`src/rtl/sal_pkg.sv`:
```
// ------------------------------------------------------------------------
// sal_pkg
// Types and constants shared by the sorted array list modules.
// ------------------------------------------------------------------------
package sal_pkg;

    localparam int DEPTH_DEF     = 16;
    localparam int KEY_WIDTH_DEF = 32;
    localparam int IN_KEY_W      = 32;
    localparam int IDX_W         = 4;
    localparam int RKEY_W        = 32;
    localparam int CNT_W         = 5;

    typedef enum logic [1:0] {
        CMD_INSERT = 2'd0,
        CMD_REMOVE = 2'd1,
        CMD_SEARCH = 2'd2,
        CMD_READ   = 2'd3
    } t_cmd;

    typedef struct packed {
        t_cmd              cmd;
        logic [IN_KEY_W-1:0] key;
        logic [IDX_W-1:0]  index;
    } t_item;

    typedef struct packed {
        logic              ok;
        logic [RKEY_W-1:0] read_key;
        logic [CNT_W-1:0]  count;
    } t_result;

    typedef enum logic [2:0] {
        ST_IDLE,
        ST_SCAN_RD,
        ST_SCAN_CMP,
        ST_SH_RD,
        ST_SH_WR,
        ST_PUT,
        ST_READ,
        ST_DONE
    } t_state;

endpackage

```
`src/rtl/sal_store.sv`:
```
// ------------------------------------------------------------------------
// sal_store
// Key memory: one write port, one read port with registered data.
// ------------------------------------------------------------------------
module sal_store
    import sal_pkg::*;
#(
    parameter int DEPTH     = DEPTH_DEF,
    parameter int KEY_WIDTH = KEY_WIDTH_DEF,
    localparam int AW       = $clog2(DEPTH)
) (
    input  logic                 i_clk,
    input  logic                 i_we,
    input  logic [AW-1:0]        i_waddr,
    input  logic [KEY_WIDTH-1:0] i_wdata,
    input  logic [AW-1:0]        i_raddr,
    output logic [KEY_WIDTH-1:0] o_rdata
);

    logic [KEY_WIDTH-1:0] mem [DEPTH];

    always_ff @(posedge i_clk) begin
        if (i_we) begin
            mem[i_waddr] <= i_wdata;
        end
    end

    always_ff @(posedge i_clk) begin
        o_rdata <= mem[i_raddr];
    end

endmodule

```
`src/rtl/sal_cmp.sv`:
```
// ------------------------------------------------------------------------
// sal_cmp
// Shared unsigned key comparator used by the scan.
// ------------------------------------------------------------------------
module sal_cmp
    import sal_pkg::*;
#(
    parameter int KEY_WIDTH = KEY_WIDTH_DEF
) (
    input  logic [KEY_WIDTH-1:0] i_a,
    input  logic [KEY_WIDTH-1:0] i_b,
    output logic                 o_lt,
    output logic                 o_eq
);

    assign o_lt = i_a < i_b;
    assign o_eq = i_a == i_b;

endmodule

```
`src/rtl/sal_seq.sv`:
```
// ------------------------------------------------------------------------
// sal_seq
// Command sequencer: indexed read, or a linear scan for the key's position,
// then entries moved one at a time through the memory, read in ST_SH_RD then written in ST_SH_WR.
// ------------------------------------------------------------------------
module sal_seq
    import sal_pkg::*;
#(
    parameter int DEPTH     = DEPTH_DEF,
    parameter int KEY_WIDTH = KEY_WIDTH_DEF,
    localparam int AW       = $clog2(DEPTH)
) (
    input  logic                 i_clk,
    input  logic                 i_rst_n,
    input  logic                 i_start,
    output logic                 o_busy,
    input  t_item                i_item,
    output logic                 o_valid,
    output t_result              o_result,
    output logic                 o_we,
    output logic [AW-1:0]        o_waddr,
    output logic [KEY_WIDTH-1:0] o_wdata,
    output logic [AW-1:0]        o_raddr,
    input  logic [KEY_WIDTH-1:0] i_rdata,
    output logic [KEY_WIDTH-1:0] o_key,
    input  logic                 i_lt,
    input  logic                 i_eq
);

    localparam int CW = $clog2(DEPTH + 1);
    localparam int XW = CW + IDX_W;

    t_state               r_state, n_state;
    t_cmd                 r_cmd, n_cmd;
    logic [KEY_WIDTH-1:0] r_key, n_key;
    logic [CW-1:0]        r_fill, n_fill;
    logic [CW-1:0]        r_ptr, n_ptr;
    logic [CW-1:0]        r_pos, n_pos;
    logic                 r_ok, n_ok;
    logic [RKEY_W-1:0]    r_rkey, n_rkey;

    logic [CW:0]   ptr_p1, ptr_p2, fill_x;
    logic [CW-1:0] ptr_m1;
    logic          idx_ok, full, at_end, found, rm_more_scan, rm_more_sh, ins_last;
    t_state        scan_next;

    assign ptr_p1       = {1'b0, r_ptr} + (CW+1)'(1);
    assign ptr_p2       = ptr_p1 + (CW+1)'(1);
    assign ptr_m1       = r_ptr - CW'(1);
    assign fill_x       = {1'b0, r_fill};
    assign idx_ok       = XW'(i_item.index) < XW'(r_fill);
    assign full         = r_fill == CW'(DEPTH);
    assign at_end       = r_ptr == r_fill;
    assign found        = (r_state == ST_SCAN_CMP) && !i_lt && i_eq;
    assign rm_more_scan = ptr_p1 < fill_x;
    assign rm_more_sh   = ptr_p2 < fill_x;
    assign ins_last     = ptr_m1 == r_pos;

    // where the scan goes once the insert point is known (pos = r_ptr)
    always_comb begin
        case (r_cmd)
            CMD_INSERT: scan_next = at_end ? ST_PUT : ST_SH_RD;
            CMD_REMOVE: scan_next = (found && rm_more_scan) ? ST_SH_RD : ST_DONE;
            default:    scan_next = ST_DONE;
        endcase
    end

    // next state
    always_comb begin
        n_state = r_state;
        case (r_state)
            ST_IDLE: begin
                if (i_start) begin
                    case (i_item.cmd)
                        CMD_READ:   n_state = idx_ok ? ST_READ : ST_DONE;
                        CMD_INSERT: n_state = full ? ST_DONE : ST_SCAN_RD;
                        default:    n_state = ST_SCAN_RD;
                    endcase
                end
            end
            ST_SCAN_RD:  n_state = at_end ? scan_next : ST_SCAN_CMP;
            ST_SCAN_CMP: n_state = i_lt ? ST_SCAN_RD : scan_next;
            ST_SH_RD:    n_state = ST_SH_WR;
            ST_SH_WR: begin
                if (r_cmd == CMD_INSERT) begin
                    n_state = ins_last ? ST_PUT : ST_SH_RD;
                end else begin
                    n_state = rm_more_sh ? ST_SH_RD : ST_DONE;
                end
            end
            ST_PUT:  n_state = ST_DONE;
            ST_READ: n_state = ST_DONE;
            ST_DONE: n_state = ST_IDLE;
            default: n_state = ST_IDLE;
        endcase
    end

    // datapath and memory controls
    always_comb begin
        n_cmd   = r_cmd;
        n_key   = r_key;
        n_fill  = r_fill;
        n_ptr   = r_ptr;
        n_pos   = r_pos;
        n_ok    = r_ok;
        n_rkey  = r_rkey;
        o_we    = 1'b0;
        o_waddr = r_ptr[AW-1:0];
        o_wdata = i_rdata;
        o_raddr = r_ptr[AW-1:0];
        case (r_state)
            ST_IDLE: begin
                o_raddr = AW'(i_item.index);
                if (i_start) begin
                    n_cmd  = i_item.cmd;
                    n_key  = KEY_WIDTH'(i_item.key);
                    n_ptr  = '0;
                    n_ok   = 1'b0;
                    n_rkey = '0;
                end
            end
            ST_SCAN_RD: begin
                if (at_end) begin
                    n_pos = r_ptr;
                end
            end
            ST_SCAN_CMP: begin
                if (i_lt) begin
                    n_ptr = ptr_p1[CW-1:0];
                end else begin
                    n_pos = r_ptr;
                    if (r_cmd == CMD_INSERT) begin
                        n_ptr = r_fill;
                    end
                    if (found && r_cmd == CMD_SEARCH) begin
                        n_ok = 1'b1;
                    end
                    if (found && r_cmd == CMD_REMOVE && !rm_more_scan) begin
                        n_ok   = 1'b1;
                        n_fill = r_fill - CW'(1);
                    end
                end
            end
            ST_SH_RD: begin
                o_raddr = (r_cmd == CMD_INSERT) ? ptr_m1[AW-1:0] : ptr_p1[AW-1:0];
            end
            ST_SH_WR: begin
                o_we = 1'b1;
                if (r_cmd == CMD_INSERT) begin
                    n_ptr = ptr_m1;
                end else begin
                    n_ptr = ptr_p1[CW-1:0];
                    if (!rm_more_sh) begin
                        n_ok   = 1'b1;
                        n_fill = r_fill - CW'(1);
                    end
                end
            end
            ST_PUT: begin
                o_we    = 1'b1;
                o_waddr = r_pos[AW-1:0];
                o_wdata = r_key;
                n_fill  = r_fill + CW'(1);
                n_ok    = 1'b1;
            end
            ST_READ: begin
                n_ok   = 1'b1;
                n_rkey = RKEY_W'(i_rdata);
            end
            default: begin
            end
        endcase
    end

    always_ff @(posedge i_clk) begin
        if (!i_rst_n) begin
            r_state <= ST_IDLE;
            r_fill  <= '0;
        end else begin
            r_state <= n_state;
            r_fill  <= n_fill;
        end
    end

    always_ff @(posedge i_clk) begin
        r_cmd  <= n_cmd;
        r_key  <= n_key;
        r_ptr  <= n_ptr;
        r_pos  <= n_pos;
        r_ok   <= n_ok;
        r_rkey <= n_rkey;
    end

    assign o_busy            = r_state != ST_IDLE;
    assign o_valid           = r_state == ST_DONE;
    assign o_result.ok       = r_ok;
    assign o_result.read_key = r_rkey;
    assign o_result.count    = CNT_W'(r_fill);
    assign o_key             = r_key;

endmodule

```
`src/rtl/sorted_array_list.sv`:
```
// ------------------------------------------------------------------------
// sorted_array_list
// Sorted key store with insert, remove, search and indexed read.
// ------------------------------------------------------------------------
// A command is taken when start is high and busy is low. One result word
// comes back on o_result for a single cycle with o_valid, and busy drops
// the cycle after. The receiver cannot stall, so the word must be taken in
// that cycle. Keys sit in a single-port-write, registered-read memory that
// one shared comparator scans, one entry at a time. A read fetches the
// entry at its index, or fails if the index is out of range, and an insert
// into a full store is refused. Other commands scan up from the lowest
// entry until one is not below the key. A remove that finds its key moves
// the entries above it down one place; an insert moves the entries from its
// position up one place, then writes the key.
module sorted_array_list
    import sal_pkg::*;
#(
    parameter int DEPTH     = DEPTH_DEF,
    parameter int KEY_WIDTH = KEY_WIDTH_DEF
) (
    input  logic    i_clk,
    input  logic    i_rst_n,
    input  logic    start,
    output logic    busy,
    input  t_item   i_item,
    output logic    o_valid,
    output t_result o_result
);

    localparam int AW = $clog2(DEPTH);

    logic                 we;
    logic [AW-1:0]        waddr, raddr;
    logic [KEY_WIDTH-1:0] wdata, rdata, key;
    logic                 lt, eq;

    sal_seq #(
        .DEPTH     (DEPTH),
        .KEY_WIDTH (KEY_WIDTH)
    ) u_seq (
        .i_clk    (i_clk),
        .i_rst_n  (i_rst_n),
        .i_start  (start),
        .o_busy   (busy),
        .i_item   (i_item),
        .o_valid  (o_valid),
        .o_result (o_result),
        .o_we     (we),
        .o_waddr  (waddr),
        .o_wdata  (wdata),
        .o_raddr  (raddr),
        .i_rdata  (rdata),
        .o_key    (key),
        .i_lt     (lt),
        .i_eq     (eq)
    );

    sal_store #(
        .DEPTH     (DEPTH),
        .KEY_WIDTH (KEY_WIDTH)
    ) u_store (
        .i_clk   (i_clk),
        .i_we    (we),
        .i_waddr (waddr),
        .i_wdata (wdata),
        .i_raddr (raddr),
        .o_rdata (rdata)
    );

    sal_cmp #(
        .KEY_WIDTH (KEY_WIDTH)
    ) u_cmp (
        .i_a  (rdata),
        .i_b  (key),
        .o_lt (lt),
        .o_eq (eq)
    );

endmodule

```
`config.mk`:
```
export PLATFORM = sky130hd
export DESIGN_NAME = sorted_array_list
export DESIGN_NICKNAME = d
export VERILOG_FILES = /design/src/rtl/sal_pkg.sv /design/src/rtl/sal_store.sv /design/src/rtl/sal_cmp.sv /design/src/rtl/sal_seq.sv /design/src/rtl/sorted_array_list.sv
export SDC_FILE = /design/constraint.sdc
export NUM_CORES = 1
export LEC_CHECK = 0
export BUFFER_PORTS_ARGS = -buffer_cell sky130_fd_sc_hd__clkbuf_2
export CORE_UTILIZATION = 58
export DETAILED_ROUTE_END_ITERATION = 10
export GPL_TIMING_DRIVEN = 0
export HOLD_SLACK_MARGIN = 0.1
export PLACE_DENSITY_LB_ADDON = 0.25
export SYNTH_ARGS = -nofsm -noshare
export SYNTH_HDL_FRONTEND = slang
export SYNTH_SLANG_ARGS = --single-unit
```
`constraint.sdc`:
```
create_clock -name i_clk -period 4.2 [get_ports i_clk]
set_clock_uncertainty 0.2 [all_clocks]
set_input_delay 0.63 -clock i_clk [delete_from_list [all_inputs] [get_ports i_clk]]
set_output_delay 0.63 -clock i_clk [all_outputs]
set_load 0.005 [all_outputs]
```
; Word level (Yosys, flattened, before mapping)
; Memory sizes are Yosys's and may differ from the RTL's. A register that Yosys moved wholly into a read port is not among the register bits.
; Index checks and enable logic that the tools add are counted.
[op_classes]
order_cmp = 4
n_mul = 0
n_reduce_logical = 25
n_addsub = 5
mux = 42
div = 0
n_eq_ne = 22
bitwise_logic = 0
n_shift = 0
[op_table]
columns = op, n
row1 = 2-to-1 mux 32 bit, 2
row2 = case mux 32 bit (2 select lines), 1
row3 = 2-to-1 mux 5 bit, 10
row4 = equality test 32 bit, 1
row5 = less-than comparator 32 bit, 1
row6 = case mux 5 bit (3 select lines), 2
row7 = 2-to-1 mux 3 bit, 9
row8 = case mux 3 bit (7 select lines), 1
row9 = "equality test 3 bit, second input constant", 4
row10 = less-than comparator 6 x 5 -> 1 bit, 2
row11 = case mux 3 bit (2 select lines), 2
row12 = equality test 5 bit, 2
row13 = 2-to-1 mux 1 bit, 10
row14 = "inequality test 2 bit, second input constant", 5
row15 = case mux 5 bit (2 select lines), 1
row16 = "subtractor 5 x 1 -> 5 bit, second input constant", 2
row17 = nonzero test 3 bit, 3
row18 = 2-to-1 mux 4 bit, 2
row19 = case mux 4 bit (2 select lines), 1
row20 = "adder 5 x 1 -> 6 bit, second input constant", 1
row21 = "adder 6 x 1 -> 6 bit, second input constant", 1
row22 = "equality test 3 x 2 -> 1 bit, second input constant", 2
row23 = logical AND 1 bit, 6
row24 = AND reduction 3 bit, 2
row25 = 19 further kinds, 25
[totals]
latch_bits = 0
rom_bits = 0
ramBits = 512
inputBits = 41
memories = 1
ff_bits = 85
out_inout_bits = 40
word_cells = 107
[mem_list]
columns = name, words, width, read_ports, rd_clocked_by_memory_dff, wr, line
row1 = u_store.mem, 16, 32, 1, 1, 1, sal_store.sv:20  ; logic [KEY_WIDTH-1:0] mem [DEPTH];

; Longest topological paths before layout
[logic_depth]
depth_word = 9
depth_mapped = 14
depth_no_buf = 12

; Hierarchy
; From an unflattened synthesis, not the netlist that was laid out.
[unflattened]
hier_cells = 1357
area_unflattened_um2 = 25325.5
[by_module_without_submodules]
columns = module, cells_per_inst, seq_area_each_um2, area_each_um2, n_inst
row1 = sal_store, 838, 16015.4, 19835.3, 1
row2 = sal_seq, 404, 2472.4, 4682.0, 1
row3 = sal_cmp, 115, 0.0, 808.3, 1

; Worst setup path before layout
; OpenSTA, ideal clock, no wires.
[synth_path]
kind = reg-to-reg
from = register u_seq.r_state[2]
to = register u_seq.r_rkey[0] (enable)
setup_slack_ns = 0.392
n_path_buf = 2
setup_ns = 0.388
t_required_ns = 3.612
synth_period_minus_slack_ns = 3.808
t_arrival_ns = 3.220
stages_incl_launch_ff = 6
path_cell_list = dfxtp_1 buf_2 or3_1 clkbuf_1 nor2_1 a21o_1
[synth_via]
elab_chain_cells = 3
elab_cells_between_ends = 5
cone_classes = eq/ne (2) / reduce/logical (3)
[synth_lines]
columns = item, line
row1 = "start, declared", sal_seq.sv:33  ; t_state r_state, n_state;
row2 = "start signal, assigned", sal_seq.sv:180  ; r_state <= n_state;
row3 = equality test 3 bit or logical NOT 3 bit (tied branches), sal_seq.sv:111  ; case (r_state)
row4 = nonzero test 2 bit (no source line) or inequality test 2 bit (tied branches), --
row5 = AND reduction 2 bit (no source line) (*), --
row6 = "end signal, assigned", sal_seq.sv:191  ; r_rkey <= n_rkey;
row7 = "end, declared", sal_seq.sv:40  ; logic [RKEY_W-1:0] r_rkey, n_rkey;
; Mark *: on every way between the ends. The rest lies on a longest branch, timed or not.
; A chain may end at the register's enable or synchronous reset.

; Worst setup path after layout
[layout_path]
from = register u_seq.r_ptr[0]
to = register u_store.o_rdata[28] (read register of u_store.mem)
[layout_via]
elab_chain_cells = 3
elab_cells_between_ends = 4
cone_classes = add/sub (2) / mux (2)
[layout_lines]
columns = item, line
row1 = "start, declared", sal_seq.sv:37  ; logic [CW-1:0] r_ptr, n_ptr;
row2 = "start signal, assigned", sal_seq.sv:188  ; r_ptr <= n_ptr;
row3 = adder 5 x 1 -> 6 bit or subtractor 5 x 1 -> 5 bit (tied branches), "sal_seq.sv:47, sal_seq.sv:49"
row4 = 2-to-1 mux 4 bit, sal_seq.sv:145  ; o_raddr = (r_cmd == CMD_INSERT) ? ptr_m1[AW-1:0] : ptr_p1[AW-1:0];
row5 = case mux 4 bit (2 select lines) (*), sal_seq.sv:111
row6 = "end, declared", sal_store.sv:17  ; output logic [KEY_WIDTH-1:0] o_rdata
; Marks and branches as above.

==> run_results.csv <==
group,metric,value,unit
power_and_ir_drop,power_density,826,mW/mm^2
timing,max_freq,248,MHz
critical_path,crit_fanout,10,
clock_tree,post_cts_buffers,0,
logic_synthesis,synth_fa_ha_area_share,2.66,%
logic_synthesis,synth_cell_types,67,
logic_synthesis,syn_inst,1371,
logic_synthesis,yosys.area_share.simple,3.84,%
clock_tree,cts_buffers,59,
detailed_routing,drc,0,
placed_design,place_hpwl,37000,um
critical_path,end_kind,"flip-flop",
global_routing,grt_pass1_vias,13900,
worst_hold_path,hp-start,"i_rst_n",
timing,rsz0062_at_grt,"false",
critical_path,path_cells,"buf_2 > inv_1 > ha_1 > clkbuf_1 > xnor2_1 > a31oi_1 > o22ai_1 > buf_2 > buf_2 > mux4_2 > mux2i_1 > mux2i_1",
clock_tree,cts_sinks,629,
clock_tree,clkSlewWorstSetupHoldPaths,0.07,ns
die,fp.dieW,212,um
timing,slew_violations,0,
timing,hold_violations,0,
critical_path,ff2ff_setup_slack,0.17,ns
logic_synthesis,postSynthAreaPerCell,18.7,um^2
timing,period_share,95.9,%
timing,setup_tns,0,ns
final_layout,drive_gt1_share,24.7,%
critical_path,cp.arrival,4.32,ns
logic_synthesis,yosysSeqAreaShare,72.0,%
logic_synthesis,synth_mux_area_share,15.2,%
logic_synthesis,synthArstFlopShare,0,%
detailed_routing,wl,59600,um
timing,fin_ws,0.174,ns
critical_path,cp.required,4.50,ns
timing,setup_viol,0,
placed_design,gp_congestion,0.909,
logic_synthesis,synth_top_family_by_area,"multiplexers",
die,dieArea,0.0451,mm^2
die,coreArea,0.0434,mm^2
final_layout,nets,1661,
critical_path,critical_path.slowest_cell,"edfxtp_1",
power_and_ir_drop,peakVddDrop,0.368,mV
global_routing,grt_start_max_net_pins,23,
flow_run,max-cap-violations,0,
logic_synthesis,synth-xor-area-share,0.848,%
logic_synthesis,ys.flop_type,"edfxtp_1",
clock_tree,cts_buffer_depth,3,
die,top_level_ports,81,
placed_design,place_ws,-0.322,ns
die,fp-row-count,76,
worst_hold_path,hold-path-endpoint,"u_seq.r_fill[2]",
critical_path,rr_endpoint,"u_store.o_rdata[28]",
logic_synthesis,synth-compound-area-share,3.23,%
timing,slew_headroom,6.38,%
logic_synthesis,synth_warnings,0,
detailed_routing,vias_per_cell,6.23,
timing,worst_pin_slew,1.39,ns
critical_path,worst_setup_path_start_kind,"flip-flop",
clock_tree,clk_latency,0.62,ns
final_layout,fillers,2781,
power_and_ir_drop,p_leak,10.5,nW
clock_tree,h-tree-depth,2,
global_routing,overflow,0,
detailed_routing,dr_total_vias,13700,
logic_synthesis,syn_nets,1466,
timing,period_minus_slack,4.03,ns
worst_hold_path,hold_depth,2,
logic_synthesis,synthesis.area,0.0257,mm^2
critical_path,reg2reg_depth,12,
global_routing,grt_pass1_wl,88300,um
global_routing,grt_usage,27.5,%
detailed_routing,wl_per_cell,27.0,um
detailed_routing,ant_nets,0,
critical_path,r2r_start,"u_seq.r_ptr[0]",
clock_tree,ctsRootBufferMaster,"clkbuf_16",
die,die_y,212,um
status,status,"completed",
critical_path,crit_top_cell,"buf_2",
final_layout,multi_input_area,0.00674,mm^2
clock_tree,cts_tree,"yes",
final_layout,area_growth,15.7,%
detailed_routing,dr.pass1.iters,5,
logic_synthesis,synth_seq_cells,629,
critical_path,worstSetupPathType,"reg -> reg",
worst_hold_path,hold_path_class,"in -> reg",
global_routing,antenna_found_initial,1,
logic_synthesis,synth_edf_count,589,
placed_design,port_buffers,80,
final_layout,antenna_cells,0,
die,initial_core_util,59.2,%
critical_path,max_stage_delay,0.50,ns
final_layout,seqCellArea,0.0185,mm^2
detailed_routing,drtIter0Drc,1314,
==> placed cells by master (no fill, tap or decap), types with 20 or more instances in the layout <==
cell type      synthesis  layout
edfxtp_1             589     589
o21ai_0               50      20
o21ai_1                2      32
mux4_2               128     128
ha_1                  53      53
nand2_1               52      52
buf_4                 22      24
buf_2                 21      20
inv_1                 48      48
dlygate4sd3_1          0      34
clkbuf_2               0      82
dfxtp_1               40      40
clkbuf_1              23      30
clkbuf_16              0      61
a21oi_1               25      25
mux2i_1              100     100
and3_1                34      34
==> area by class of cell <==
cell class                      instances  area share (%)
Inverter                               48           0.607
Buffer                                 70            1.32
Tap cell                              585            2.46
Multi-Input combinational cell        624            22.7
Clock buffer                           73            5.39
Sequential cell                       629            62.2
Timing Repair Buffer                  134            3.86
Clock inverter                         39            1.44
==> synthesized netlist by cell type (2+ instances only) <==
library cell,n,area share (%)
buf_2,21,0.41
nor3_1,16,0.31
a21o_1,10,0.29
nor2_1,29,0.42
xor2_1,6,0.20
o21ai_1,2,0.039
o21ai_0,50,0.98
o21a_1,3,0.088
xnor2_1,17,0.58
nand3_1,13,0.25
nor4_1,2,0.049
buf_1,2,0.029
nand4_1,7,0.17
nand2b_1,6,0.15
nor3b_1,5,0.15
and3_1,34,0.83
dfxtp_1,40,3.1
ha_1,53,2.6
buf_6,2,0.088
clkbuf_1,23,0.34
inv_1,48,0.70
and3b_1,2,0.068
mux2i_1,100,3.9
nor2b_1,2,0.049
or3_1,2,0.049
edfxtp_1,589,69
and2_1,2,0.049
o211ai_1,5,0.15
a31oi_1,9,0.22
mux4_2,128,11
a21oi_1,25,0.49
o31ai_1,2,0.058
nand2_1,52,0.76
buf_4,22,0.64
o22ai_1,7,0.17
a21boi_1,3,0.088
a221oi_1,2,0.068
==> worst max path at each step <==
stage / start / end / slack [ns] / depth (start not counted)
detailed placement: u_seq.r_state[2] / u_store.mem[7][23] / -0.32 / 6
CTS: u_seq.r_ptr[0] / u_store.o_rdata[28] / 0.18 / 12
global route: u_seq.r_ptr[0] / u_store.o_rdata[28] / 0.01 / 12
finish: u_seq.r_ptr[0] / u_store.o_rdata[28] / 0.17 / 12
global placement: u_seq.r_state[2] / u_seq.r_rkey[9] / -1.95 / 5
floorplan: u_seq.r_state[2] / u_seq.r_rkey[0] / 0.39 / 5
==> kinds of logic after synthesis <==
| family | count (synthesis) |
|---|---|
| flops | 629 |
| mux | 229 |
| simple gates | 184 |
| compound gates | 133 |
| buf+inv | 118 |
| fa+ha+maj | 54 |
| xor+xnor | 24 |
==> report_power, final <==
group | total (W) | internal (W) | switching (W) | leakage [nW]
clock | 0.00554 | 0.00321 | 0.00233 | 0.990
sequential | 0.00883 | 0.00845 | 0.000375 | 5.69
combinational | 0.0102 | 0.00433 | 0.00583 | 3.79
total | 0.0245 | 0.0160 | 0.00854 | 10.5
==> through the flow <==
stage,cells,util [%],total power (W),area [um^2],hold WS [ns]
CTS,2201,68.5,0.0246,29700,0.104
global placement,2036,61.8,0.0187,26800,0.233
finish,2202,68.5,0.0245,29700,0.133
floorplan,1371,-,0.0160,25700,0.224
detailed placement,2055,63.0,0.0190,27300,0.237
global route,2202,68.5,0.0256,29700,0.116
==> worst max-delay path, delay by kind of cell (launching register included) <==
kind                     cells  cell delay [ns]
buffers and inverters        5             1.50
flip-flops                   1             0.50
AO/OA/AOI/OAI                2             0.39
adder cells (fa/ha/maj)      1             0.36
XOR/XNOR                     1             0.20
multiplexers                 3             0.73
==> sequential cells by signal, indices dropped and copies added (netlist names) <==
signal           flops
u_seq.o_key         32
u_seq.r_cmd          2
u_seq.r_fill         5
u_seq.r_ok           1
u_seq.r_pos          5
u_seq.r_ptr          5
u_seq.r_rkey        32
u_seq.r_state        3
u_store.mem        512
u_store.o_rdata     32
==> per-layer routing <==
metal  global-route usage, %  up-vias  wire, um
li1                        -     5893         -
met1                    37.6     7031     23700
met2                    45.7      667     29700
met3                    4.95      127      4560
met4                    8.39        0      1670
met5                       0        -         0
==> timing repair <==
action                                  in CTS  in global routing
endpoints found under the hold margin       34                  0
endpoints found under the setup margin     161                  2
hold buffers                                34                  0
resized for setup                            7                  1
pin swaps                                    0                  0
No activity file was read; power rests on OpenSTA's default activity.
